## src/shelf_rect_packer_assert.svh

```systemverilog
// ----------------------------------------------------------------------------
// shelf_rect_packer_assert.svh
// assertion macros for the shelf packer module
// ----------------------------------------------------------------------------
`ifndef SHELF_RECT_PACKER_ASSERT_SVH
`define SHELF_RECT_PACKER_ASSERT_SVH

// same-cycle implication
`define SRP_ASSERT_NOW(label, clk, rst, ante, cons, msg) \
   label: assert property (@(posedge clk) disable iff (rst) (ante) |-> (cons)) \
      else $error(msg);

// next-cycle implication
`define SRP_ASSERT_NEXT(label, clk, rst, ante, cons, msg) \
   label: assert property (@(posedge clk) disable iff (rst) (ante) |=> (cons)) \
      else $error(msg);

`endif

```

## src/srp_pkg.sv

```systemverilog
// ----------------------------------------------------------------------------
// srp_pkg
// types, codes and helpers for the shelf rectangle packer
// ----------------------------------------------------------------------------
package srp_pkg;

   localparam int MAX_CANVAS = 32768;

   localparam logic OP_PLACE   = 1'b0;
   localparam logic OP_RESTART = 1'b1;

   localparam logic [1:0] CSR_PAD_X          = 2'd0;
   localparam logic [1:0] CSR_PAD_Y          = 2'd1;
   localparam logic [1:0] CSR_INITIAL_WIDTH  = 2'd2;
   localparam logic [1:0] CSR_INITIAL_HEIGHT = 2'd3;

   localparam logic [15:0] RESET_CANVAS = 16'd256;

   typedef struct packed {
      logic        op;
      logic [14:0] rect_width;
      logic [14:0] rect_height;
   } req_type;

   typedef struct packed {
      logic        ok;
      logic [14:0] cell_x;
      logic [14:0] cell_y;
      logic [15:0] canvas_width;
      logic [15:0] canvas_height;
      logic        resized;
   } rsp_type;

   typedef struct packed {
      logic [7:0]  pad_x;
      logic [7:0]  pad_y;
      logic [15:0] initial_width;
      logic [15:0] initial_height;
   } cfg_type;

   typedef struct packed {
      logic [15:0] cursor_x;
      logic [15:0] cursor_y;
      logic [15:0] row_height;
      logic [15:0] canvas_w;
      logic [15:0] canvas_h;
   } state_type;

   // smallest power of two not below v, for v up to the canvas limit
   function automatic logic [15:0] pot_ceil(input logic [15:0] v);
      logic [15:0] m;
      m = v - 16'd1;
      m = m | (m >> 1);
      m = m | (m >> 2);
      m = m | (m >> 4);
      m = m | (m >> 8);
      if (v == 16'd0) begin
         return 16'd1;
      end
      return m + 16'd1;
   endfunction

endpackage

```

## src/srp_step.sv

```systemverilog
// ----------------------------------------------------------------------------
// srp_step
// one placement or restart step: row wrap, canvas growth and limit check
// ----------------------------------------------------------------------------
module srp_step (
   input  srp_pkg::req_type   item,
   input  srp_pkg::cfg_type   cfg,
   input  srp_pkg::state_type cur,
   output srp_pkg::state_type nxt,
   output srp_pkg::rsp_type   rsp
);

   logic [16:0] rw;
   logic [16:0] rh;
   logic        wrap;
   logic [15:0] nx;
   logic [16:0] ny;
   logic [16:0] end_x;
   logic [17:0] end_y;
   logic [16:0] sum_h;
   logic        grow_w;
   logic        grow_h;
   logic        fail;
   logic [15:0] nrow;
   logic [15:0] new_w;
   logic [15:0] new_h;

   always_comb begin
      rw     = {2'b00, item.rect_width}  + {9'd0, cfg.pad_x};
      rh     = {2'b00, item.rect_height} + {9'd0, cfg.pad_y};
      wrap   = ({1'b0, cur.cursor_x} + rw) > {1'b0, cur.canvas_w};
      nx     = wrap ? {8'd0, cfg.pad_x} : cur.cursor_x;
      ny     = wrap ? ({1'b0, cur.cursor_y} + {1'b0, cur.row_height} + {9'd0, cfg.pad_y})
                    : {1'b0, cur.cursor_y};
      nrow   = wrap ? 16'd0 : cur.row_height;
      end_x  = {1'b0, nx} + rw;
      end_y  = {1'b0, ny} + {1'b0, rh};
      sum_h  = {1'b0, cur.canvas_h} + rh;
      grow_w = end_x > {1'b0, cur.canvas_w};
      grow_h = end_y > {2'b00, cur.canvas_h};
      fail   = (grow_w && (end_x > 17'(srp_pkg::MAX_CANVAS)))
            || (grow_h && (sum_h > 17'(srp_pkg::MAX_CANVAS)))
            || ({1'b0, nx} >= 17'(srp_pkg::MAX_CANVAS))
            || (ny >= 17'(srp_pkg::MAX_CANVAS));
      new_w  = grow_w ? srp_pkg::pot_ceil(end_x[15:0]) : cur.canvas_w;
      new_h  = grow_h ? srp_pkg::pot_ceil(sum_h[15:0]) : cur.canvas_h;

      nxt = cur;
      rsp = '0;
      if (item.op == srp_pkg::OP_RESTART) begin
         nxt.cursor_x   = {8'd0, cfg.pad_x};
         nxt.cursor_y   = {8'd0, cfg.pad_y};
         nxt.row_height = 16'd0;
         nxt.canvas_w   = cfg.initial_width;
         nxt.canvas_h   = cfg.initial_height;
         rsp.ok         = 1'b1;
      end else if (!fail) begin
         nxt.cursor_x   = end_x[15:0];
         nxt.cursor_y   = ny[15:0];
         nxt.row_height = (nrow > rh[15:0]) ? nrow : rh[15:0];
         nxt.canvas_w   = new_w;
         nxt.canvas_h   = new_h;
         rsp.ok         = 1'b1;
         rsp.cell_x     = nx[14:0];
         rsp.cell_y     = ny[14:0];
         rsp.resized    = grow_w || grow_h;
      end
      rsp.canvas_width  = nxt.canvas_w;
      rsp.canvas_height = nxt.canvas_h;
   end

endmodule

```

## src/shelf_rect_packer.sv

```systemverilog
// ----------------------------------------------------------------------------
// shelf_rect_packer
// shelf packing of rectangles onto a power-of-two growing canvas
// ----------------------------------------------------------------------------
// usage
//   req channel: op and rectangle size; op place puts the rectangle after
//   the cursor, wrapping to a new row and growing the canvas as needed, op
//   restart reloads the canvas and cursor from the csr registers
//   rsp channel: one item per request with corner, canvas size, ok, resized
//   csr channel: index 0 pad_x, 1 pad_y, 2 initial_width, 3 initial_height;
//   always ready, write only while the block is idle
//   path: an accepted req waits in the input register, then the step logic
//   result is written into the result register once the output can take it
//   throughput: one item per cycle while rsp_ready holds high, set by the
//   combinational step feedback on the cursor and canvas registers
//   reset: cursor and row height zero, canvas 256 x 256, pads zero
//   stall: when rsp_ready is low the result holds, the input register fills,
//   then req_ready drops; nothing is lost or repeated
// ----------------------------------------------------------------------------
`include "shelf_rect_packer_assert.svh"

module shelf_rect_packer (
   input  logic             clock,
   input  logic             reset,
   input  logic             req_valid,
   output logic             req_ready,
   input  srp_pkg::req_type req_item,
   output logic             rsp_valid,
   input  logic             rsp_ready,
   output srp_pkg::rsp_type rsp_item,
   input  logic             csr_valid,
   output logic             csr_ready,
   input  logic [1:0]       csr_index,
   input  logic [15:0]      csr_data
);

   srp_pkg::cfg_type   cfg_ff, cfg_in;
   srp_pkg::state_type state_ff, state_in;
   srp_pkg::req_type   hold_ff, hold_in;
   logic               hold_vld_ff, hold_vld_in;
   srp_pkg::rsp_type   rsp_ff, rsp_in;
   logic               rsp_vld_ff, rsp_vld_in;
   srp_pkg::state_type step_nxt;
   srp_pkg::rsp_type   step_rsp;
   logic               advance;

   srp_step u_step (
      .item (hold_ff),
      .cfg  (cfg_ff),
      .cur  (state_ff),
      .nxt  (step_nxt),
      .rsp  (step_rsp)
   );

   assign advance   = hold_vld_ff && (!rsp_vld_ff || rsp_ready);
   assign req_ready = !hold_vld_ff || advance;
   assign csr_ready = 1'b1;
   assign rsp_valid = rsp_vld_ff;
   assign rsp_item  = rsp_ff;

   always_comb begin
      cfg_in = cfg_ff;
      if (csr_valid) begin
         case (csr_index)
            srp_pkg::CSR_PAD_X:          cfg_in.pad_x          = csr_data[7:0];
            srp_pkg::CSR_PAD_Y:          cfg_in.pad_y          = csr_data[7:0];
            srp_pkg::CSR_INITIAL_WIDTH:  cfg_in.initial_width  = csr_data;
            srp_pkg::CSR_INITIAL_HEIGHT: cfg_in.initial_height = csr_data;
            default:                     cfg_in = cfg_ff;
         endcase
      end
      state_in    = advance ? step_nxt : state_ff;
      hold_vld_in = (req_valid && req_ready) || (hold_vld_ff && !advance);
      hold_in     = (req_valid && req_ready) ? req_item : hold_ff;
      rsp_vld_in  = advance || (rsp_vld_ff && !rsp_ready);
      rsp_in      = advance ? step_rsp : rsp_ff;
   end

   always_ff @(posedge clock) begin
      if (reset) begin
         cfg_ff      <= '{pad_x: 8'd0, pad_y: 8'd0,
                          initial_width: srp_pkg::RESET_CANVAS,
                          initial_height: srp_pkg::RESET_CANVAS};
         state_ff    <= '{cursor_x: 16'd0, cursor_y: 16'd0, row_height: 16'd0,
                          canvas_w: srp_pkg::RESET_CANVAS,
                          canvas_h: srp_pkg::RESET_CANVAS};
         hold_vld_ff <= 1'b0;
         rsp_vld_ff  <= 1'b0;
      end else begin
         cfg_ff      <= cfg_in;
         state_ff    <= state_in;
         hold_vld_ff <= hold_vld_in;
         rsp_vld_ff  <= rsp_vld_in;
      end
   end

   always_ff @(posedge clock) begin
      hold_ff <= hold_in;
      rsp_ff  <= rsp_in;
   end

   `SRP_ASSERT_NOW(a_fail_clean, clock, reset, rsp_vld_ff && !rsp_ff.ok,
      rsp_ff.cell_x == 15'd0 && rsp_ff.cell_y == 15'd0 && !rsp_ff.resized,
      "failed placement carries a corner or resize")
   `SRP_ASSERT_NOW(a_resize_ok, clock, reset, rsp_vld_ff && rsp_ff.resized,
      rsp_ff.ok, "resize reported on a failed placement")
   `SRP_ASSERT_NEXT(a_state_hold, clock, reset, !advance,
      $stable(state_ff), "packer state moved without an item")
   `SRP_ASSERT_NEXT(a_canvas_grow, clock, reset, advance && hold_ff.op == srp_pkg::OP_PLACE,
      state_ff.canvas_w >= $past(state_ff.canvas_w)
      && state_ff.canvas_h >= $past(state_ff.canvas_h),
      "canvas shrank on a placement")

endmodule
```

## config.mk

```make
export PLATFORM = sky130hd
export DESIGN_NAME = shelf_rect_packer
export DESIGN_NICKNAME = d
export VERILOG_FILES = /design/src/srp_pkg.sv /design/src/srp_step.sv /design/src/shelf_rect_packer.sv
export VERILOG_INCLUDE_DIRS = /design/src /design/src/src
export SDC_FILE = /design/constraint.sdc
export NUM_CORES = 1
export LEC_CHECK = 0
export ABC_AREA = 0
export BUFFER_PORTS_ARGS = -buffer_cell sky130_fd_sc_hd__clkbuf_2
export CAP_MARGIN = 20
export CORE_AREA = 2 2 221 201
export CTS_BUF_LIST = sky130_fd_sc_hd__clkbuf_4
export CTS_CLUSTER_DIAMETER = 150
export DETAILED_ROUTE_END_ITERATION = 7
export DIE_AREA = 0 0 223 203
export MAX_ROUTING_LAYER = met4
export SYNTH_ARGS = -nofsm -noshare
export SYNTH_HDL_FRONTEND = slang
export SYNTH_HIERARCHICAL = 1
export SYNTH_SLANG_ARGS = --single-unit
```

## constraint.sdc

```tcl
create_clock -name clock -period 27.1 [get_ports clock]
set_clock_uncertainty 0.05 [all_clocks]
set_input_delay 2.71 -clock clock [delete_from_list [all_inputs] [get_ports clock]]
set_output_delay 2.71 -clock clock [all_outputs]
set_load 0.02 [all_outputs]
```

# Word level (Yosys, flattened, before mapping)
# Cells that the tools add are included.
# totals
ff_bits	225
in_bits	54
output_inout_bits	67
elab_cells	94
# classes
n_addsub	12
n_lt_le_gt_ge	8
eq_ne	4
muxes	15
bitwise_logic	8
reduce_logical	27
# ops
op	count
80-bit two-way mux	2
16-bit two-way mux	9
16-bit by 17-bit adder with 17-bit output	3
17-bit by 16-bit greater-than comparator with 1-bit output	2
17-bit by 16-bit greater-than comparator with 1-bit output (second input constant)	2
15-bit by 8-bit adder with 16-bit output	2
16-bit by 1-bit adder with 16-bit output (second input constant)	2
16-bit zero test	2
16-bit by 12-bit bitwise OR with 16-bit output	2
16-bit by 14-bit bitwise OR with 16-bit output	2
16-bit by 15-bit bitwise OR with 16-bit output	2
16-bit by 8-bit bitwise OR with 16-bit output	2
16-bit by 1-bit subtractor with 16-bit output (second input constant)	2
31-bit two-way mux	1
17-bit by 17-bit adder with 18-bit output	1
18-bit by 16-bit greater-than comparator with 1-bit output	1
16-bit by 16-bit adder with 17-bit output	1
17-bit by 8-bit adder with 17-bit output	1
17-bit by 16-bit greater-or-equal comparator with 1-bit output (second input constant)	1
17-bit two-way mux	1
16-bit greater-or-equal comparator (second input constant)	1
16-bit greater-than comparator	1
2-bit AND reduction	5
1-bit logical OR	8
other kinds (8)	18

# Depth between registers and ports, before layout
# Gate-level depths: netlist of the first run.
# logic_depth
ltp_word	15
ltp_mapped	56
mapped_depth_nobuf	52

# Modules after synthesis
# Netlist of the first run, hierarchy kept.
# modules_own_cells
module	n_inst	cells_each	area_per_inst_um2
srp_step	1	1582	10914.2
shelf_rect_packer	1	670	8290.5

# Least setup slack after synthesis of the first run
# OpenSTA, ideal clock, no wires.
# synth_timing
path_kind	reg-to-reg
startpoint	register hold_ff[16] (netlist bit)
endpoint	register rsp_ff, in the netlist rsp_item[23], data pin
setup_time_ps	251
arrival_ps	9910
setup_slack_ps	16888
path_stages_with_launch	46
n_path_buf	4
period_less_slack_ps	10212
path_cell_list	edfxtp_1 ha_1 a21o_1 a21oi_1 o21bai_1 a21oi_1 o21bai_1 a21oi_1 nor2b_1 o21ai_0 nor2_1 xor2_1 ha_1 nand2_1 o31ai_1 or4b_2 o211ai_1 ha_1 [10 not listed] o211a_1 nor3_1 o41a_1 a21o_1 inv_1 ha_1 a22oi_1 nand2_1 a31oi_1 a21oi_1 o31ai_1 a211o_1 o211ai_2 or2_1 buf_2 a21o_1 o32a_1 buf_4
# synth_lines
item	line	source
start, declared	shelf_rect_packer.sv:39	srp_pkg::req_type hold_ff, hold_in;
start signal, assigned	shelf_rect_packer.sv:98	hold_ff <= hold_in;
end signal, assigned	shelf_rect_packer.sv:99	rsp_ff <= rsp_in;
end, declared	shelf_rect_packer.sv:41	srp_pkg::rsp_type rsp_ff, rsp_in;

==> impl_metrics.py, run 1 <==
metrics = {
    "place": {
        "post-place-cells": 2809,
        "preCtsSetupSlack_ns": 14.82,
        "port_buffers": 119,
        "hpwlAfterDp_mm": 43.61,
        "gp_congestion": 0.9503,
    },
    "pwr": {
        "seqPwrFrac_pct": 36.5,
        "p_switching_uw": 393.2,
        "p_per_area_nw_per_um2": 50.55,
        "switching_share_pct": 37.62,
        "p_int_uw": 652.0,
        "p_comb_share_pct": 33.7,
        "clkPwrFrac_pct": 29.7,
        "leakagePower_nw": 8.569,
        "ir_drop_mv": 0.04151,
    },
    "global_routing": {
        "antenna_found_initial": 2,
        "track_usage_pct": 25.78,
        "grt_pass1_vias": 15880,
        "grt_overflow": 0,
        "grt_max_degree": 113,
        "grt_pass1_wl_mm": 89.10,
    },
    "logic_synthesis": {
        "syn_avg_cell_area_um2": 8.528,
        "ys_ff_latch": 225,
        "seq_area_frac_synth_pct": 28.41,
        "async_reset_ff_share_pct": 0,
        "synth_edf_count": 95,
        "yosysWarnings": 6,
        "synth.cell_area_um2": 19200,
        "netlist_instances": 2252,
        "synth_cell_type_count": 99,
        "synth_fp_nets": 2497,
        "synth_ff_type": "dfxtp_1",
    },
    "setup_path": {
        "r2r_cells": 45,
        "crit_arrival_ns": 12.98,
        "critical_path_class": "flop to flop",
        "crit_path_top_delay_cell": "or4b_2",
        "worstSetupEndpointType": "flop",
        "r2r-end": "state_ff[22]",
        "cp.required_ns": 27.72,
        "r2r_slack_ns": 14.75,
        "worst_setup_path_start_kind": "flop",
        "crit_path_max_fanout": 77,
        "max_stage_delay_ns": 0.63,
        "r2r-start": "hold_ff[16]",
    },
    "clock_tree": {
        "clk_pin_slew_ns": 0.07,
        "clkLatencyLatePin_ns": 0.82,
        "htree_levels": 2,
        "cts_hold_buf": 0,
        "clockBufferDepth": 3,
        "cts.sinks": 225,
        "cts_buffers": 61,
        "cts_tree": "yes",
        "root_buffer": "clkbuf_4",
        "cts_setup_buffers": 0,
        "ctsResizeCount": 0,
    },
    "sta": {
        "finalMaxSlewViolations": 0,
        "worst_slack_ns": 14.75,
        "finalHoldViolCount": 0,
        "slew_headroom_pct": 28.82,
        "min_period_over_period_pct": 45.59,
        "fmax_ghz": 0.08094,
        "setup_viol": 0,
        "fin_tns_setup_ns": 0,
        "worstMarginPinSlew_ns": 1.068,
        "rsz0062_at_grt": "no",
        "min_period_ns": 12.36,
    },
    "flow_run": {
        "maxCapViolCount": 0,
    },
    "drt": {
        "wl_per_cell_um": 19.69,
        "via_count": 16730,
        "wl_mm": 57.60,
        "antenna_left": 0,
        "drt_iter0_drc": 1435,
        "drc": 0,
        "first_pass_iters": 6,
        "avgViaCountPerCell": 5.717,
    },
    "die": {
        "dieHeight_um": 203,
        "core_um2": 42790,
        "fp.dieArea_um2": 45270,
        "start_util_pct": 44.88,
        "io_pins": 121,
        "rows": 72,
        "die_w_um": 223,
    },
    "min_path": {
        "hp-start": "cfg_ff[13]",
        "hold_depth": 2,
        "holdCritPathClass": "flop to flop",
        "worstHoldEndpoint": "cfg_ff[13]",
    },
    "cells_and_area": {
        "final_cell_mix": "nand2_1, nand2b_1, ha_1",
        "fin_nets": 2563,
        "nFillCells": 4116,
        "seq_area_um2": 5455,
        "syn2layout_area_growth_pct": 7.675,
        "final_core_util_pct": 48.32,
        "drive_gt1_share_pct": 12.66,
        "layout_commonest_cell": "nand2_1",
        "final_cells": 2926,
        "multi_input_area_um2": 12560,
    },
    "run_status": {
        "status": "complete, no violations",
    },
}
==> cells by family (layout without fill, tap and decap cells) <==
kind of cell             Yosys count  count (layout)  share of synthesized area, %
XOR/XNOR                          97              97                         4.463
other                              1               2                       0.01953
AND/OR/NAND/NOR                  830             830                         22.52
AO/OA/AOI/OAI                    523             523                         17.97
buffers and inverters            250             368                         6.404
multiplexers                     135             135                         7.186
adder cells (fa/ha/maj)          191             191                         13.03
flip-flops                       225             225                         28.41
==> critical path: cells and delay by family (launching register included) <==
| kind | cells | cell delay (ns) |
|---|---|---|
| flops | 1 | 0.42 |
| simple gates | 9 | 2.59 |
| fa+ha+maj | 5 | 1.43 |
| mux | 3 | 0.81 |
| buf+inv | 2 | 0.82 |
| compound gates | 24 | 5.70 |
| xor+xnor | 2 | 0.37 |
==> synthesized netlist by cell type (all sizes together) (9+ instances only) <==
library cell    n  area, um^2
a211oi         17       132.6
a21o           47       352.8
a21oi         168       859.6
a221oi         12       128.9
a22oi          12       90.09
a31oi          18       112.6
and2           19       118.9
and3           34       212.7
buf            78       584.3
clkbuf         58       217.7
dfxtp         130        2603
edfxtp         95        2853
fa             15       300.3
ha            176        2202
inv           113       424.2
mux2           23       259.0
mux2i         112        1121
nand2         218       825.8
nand2b        176        1101
nand3          45       225.2
nand4          23       143.9
nor2          149       559.3
nor2b          36       230.2
nor3           44       230.2
nor3b           9       72.57
nor4           20       125.1
o211a           9       90.09
o211ai         17       132.6
o21a           33       247.7
o21ai          92       464.2
o21bai         19       142.6
o31ai          15       112.6
or3            14       87.58
xnor2          65       576.8
xor2           32       280.3
==> worst max-delay path by stage <==
stage	to	cells past startpoint	slack [ns]	start
final	state_ff[22]	45	14.75	hold_ff[16]
after global routing	state_ff[26]	49	13.68	hold_ff[16]
after CTS	state_ff[22]	45	14.82	hold_ff[16]
after detailed placement	state_ff[22]	45	14.82	hold_ff[16]
after global placement	state_ff[22]	45	15.25	hold_ff[16]
after floorplan	rsp_item[23]	45	16.89	hold_ff[16]
==> layer usage <==
layer | track usage [%] | routed length [um]
met1 | 34.90 | 26970
met2 | 40.17 | 26080
met3 | 3.936 | 3407
met4 | 6.927 | 1141
met5 | - | 0
==> power groups by stage <==
| stage | Sequential, mW | Clock (mW) | Combinational (mW) |
|---|---|---|---|
| after floorplan | 0.390 | 0 | 0.259 |
| after global placement | 0.389 | 0 | 0.341 |
| after detailed placement | 0.389 | 0 | 0.346 |
| after CTS | 0.382 | 0.324 | 0.348 |
| after global routing | 0.383 | 0.341 | 0.389 |
| final | 0.382 | 0.311 | 0.353 |
==> final cells by class <==
type                    instances  area share (%)
multi-input cells            1777           60.74
flip-flops and latches        225           26.38
repair buffers                139           3.618
well taps                     555           3.358
clock buffers                  89           3.231
inverters                     114           2.069
clock inverters                26          0.5930
diodes                          1         0.01210
==> flip-flops by register name, summed over array words and instances, names as in the netlist <==
| name | count |
|---|---|
| hold_ff | 31 |
| rsp_valid | 1 |
| hold_vld_ff | 1 |
| cfg_ff | 48 |
| state_ff | 80 |
| rsp_item | 64 |
==> per-stage QoR <==
| stage | area, um^2 | total power [mW] | hold WS [ns] |
|---|---|---|---|
| 2_1_floorplan | 19200 | 0.6495 | 0.3817 |
| 3_5_place_dp | 19880 | 0.7350 | 0.3973 |
| 5_1_grt | 20680 | 1.113 | 0.4177 |
| 4_1_cts | 20670 | 1.054 | 0.4063 |
| 6_report | 20680 | 1.045 | 0.4072 |
| 3_3_place_gp | 19880 | 0.7302 | 0.3917 |
No activity file was read; power rests on OpenSTA's default activity.
==> run 2: changes to the inputs <==
- clock period: 27.1 -> 10.6 ns (I/O delays scaled with it)
==> run 2 against run 1 <==
Against the previous run:
- first-iteration DRC count fell by 3.2%
- setup slack got worse by 14 ns
- clock-buffer cell count rose by 10
- critical path depth rose by 7
- worst hold slack got worse by 0.019 ns
- maximum frequency rose by 20%
- die area did not move
- non-clock buffer count rose by 58
- highest routed layer unchanged
==> impl_metrics.py, run 2 (same netlist as run 1, synthesis figures left out) <==
metrics = {
    "cells_and_area": {
        "fin_nets": 2627,
        "final_cells": 2990,
        "final_core_util_pct": 50.48,
        "largest_reg_flops": 80,
        "regMostFlops": "state_ff",
        "layout_commonest_cell": "nand2_1",
        "post-route-cell-area_um2": 21600,
        "drive_gt1_share_pct": 17.51,
        "final_cell_mix": "nand2_1, nand2b_1, ha_1",
        "syn2layout_area_growth_pct": 12.48,
    },
    "die": {
        "dieHeight_um": 203,
        "rows": 72,
        "io_pins": 121,
        "fp.dieArea_um2": 45270,
        "die_w_um": 223,
        "core_um2": 42790,
        "start_util_pct": 44.88,
    },
    "sta": {
        "min_period_ns": 10.27,
        "fin_tns_setup_ns": 0,
        "hold_ws_ns": 0.3879,
        "rsz0062_at_grt": "yes",
        "min_period_over_period_pct": 96.90,
        "worst_slack_ns": 0.3287,
        "finalHoldViolCount": 0,
        "slew_headroom_pct": 31.00,
        "setup_viol": 0,
        "finalMaxSlewViolations": 0,
        "fmax_ghz": 0.09736,
        "worstMarginPinSlew_ns": 1.028,
    },
    "global_routing": {
        "grt_pass1_wl_mm": 90.40,
        "grt_max_degree": 110,
        "met2_usage_pct": 39.08,
        "busiest_layer": "met2",
        "use_met3_pct": 5.152,
        "use_met1_pct": 35.25,
        "grt_pass1_vias": 16350,
        "track_usage_pct": 26.23,
        "grt_overflow": 0,
        "antenna_found_initial": 2,
    },
    "place": {
        "port_buffers": 119,
        "post-place-cells": 2842,
        "dpl_cell_area_um2": 20140,
        "hpwlAfterDp_mm": 44.11,
        "preCtsSetupSlack_ns": -0.3455,
        "gp_congestion": 0.9676,
    },
    "setup_path": {
        "max_stage_delay_ns": 0.43,
        "worstSetupEndpointType": "flop",
        "crit_arrival_ns": 10.75,
        "critical_path_class": "flop to flop",
        "crit_path_frequent_cell": "buf_4",
        "crit_path_top_delay_cell": "edfxtp_1",
        "worst_setup_path_start_kind": "flop",
        "cp.required_ns": 11.08,
        "crit_path_max_fanout": 7,
    },
    "pwr": {
        "switching_share_pct": 37.14,
        "p_comb_share_pct": 35.9,
        "p_total_mw": 2.892,
        "ir_drop_mv": 0.08051,
        "clkPwrFrac_pct": 30.4,
        "p_int_mw": 1.818,
        "p_per_area_nw_per_um2": 133.9,
        "leakagePower_nw": 8.990,
        "seqPwrFrac_pct": 33.8,
        "p_switching_mw": 1.074,
    },
    "clock_tree": {
        "htree_levels": 3,
        "cts.sinks": 225,
        "cts_buffers": 67,
        "cts_tree": "yes",
        "clkLatencyLatePin_ns": 0.80,
        "clk_pin_slew_ns": 0.06,
        "root_buffer": "clkbuf_4",
        "clockBufferDepth": 3,
    },
    "min_path": {
        "holdCritPathClass": "primary input to flop",
    },
    "flow_run": {
        "maxCapViolCount": 0,
    },
    "run_status": {
        "status": "complete, no violations",
    },
    "drt": {
        "drt_iter0_drc": 1389,
        "avgViaCountPerCell": 5.732,
        "wl_mm": 59.59,
        "antenna_left": 0,
        "drc": 0,
        "first_pass_iters": 5,
        "via_count": 17140,
        "wl_per_cell_um": 19.93,
    },
}
-- run 2: cell types whose count changed in the layout (fill, tap and decap cells not counted), moves of 4 or more --
| cell | delta |
|---|---|
| clkbuf_4 | +9 |
| ha_1 | -4 |
| a221oi_2 | +4 |
| clkinv_2 | -4 |
| buf_6 | +4 |
| o21ai_1 | +16 |
| o31ai_1 | -4 |
| o21ai_0 | -17 |
| a21oi_1 | -13 |
| a21oi_2 | +13 |
| a221oi_1 | -5 |
| buf_4 | +51 |
| clkinv_1 | -5 |
-- run 2: what timing repair did --
| action | in CTS | in global routing |
|---|---|---|
| pin swaps | 0 | 32 |
| cloned | 0 | 3 |
| resized for setup | 13 | 83 |
| setup endpoints to repair | 108 | 144 |
| setup buffers | 0 | 23 |
| hold buffers | 0 | 0 |
| hold endpoints to repair | 0 | 0 |
-- run 2: power by group through the flow --
stage               sequential [mW]  clock [mW]  combinational, mW
detailed placement            0.994           0              0.934
global placement              0.994           0              0.918
finish                        0.976       0.878               1.04
CTS                           0.976       0.913              0.946
global route                  0.980       0.959               1.13
floorplan                     0.997           0              0.663
-- run 2: critical path: cells and delay by family (launching register included) --
family	cells	cell delay, ns
AO/OA/AOI/OAI	24	4.43
flip-flops	1	0.43
XOR/XNOR	3	0.49
adder cells (fa/ha/maj)	5	1.54
AND/OR/NAND/NOR	12	1.56
multiplexers	2	0.55
buffers and inverters	6	0.96
-- run 2: worst paths after layout --
kind                     start      endpoint  slack (ns)  depth (start not counted)
setup reg to reg   hold_ff[16]  rsp_item[22]        0.33                         52
hold reg to reg     cfg_ff[20]    cfg_ff[20]        0.41                          2
hold / removal    req_item[23]   hold_ff[23]        0.39                          1
setup / recovery   hold_ff[16]  rsp_item[22]        0.33                         52
-- run 2: layer usage --
layer	share of wire (%)	routed length [um]	up-vias
met3	5.9	3523	106
met4	3.0	1793	0
met1	47	28030	8216
li1	-	-	8344
met5	0	0	-
met2	44	26240	474
-- run 2: final cells by class --
| cell class | count | area, um^2 |
|---|---|---|
| clock inverters | 21 | 131.4 |
| well taps | 555 | 694.4 |
| clock buffers | 99 | 743.2 |
| flip-flops and latches | 225 | 5455 |
| fillers | 4129 | 21190 |
| repair buffers | 197 | 1254 |
| diodes | 2 | 5.005 |
| multi-input cells | 1777 | 12890 |
| inverters | 114 | 427.9 |
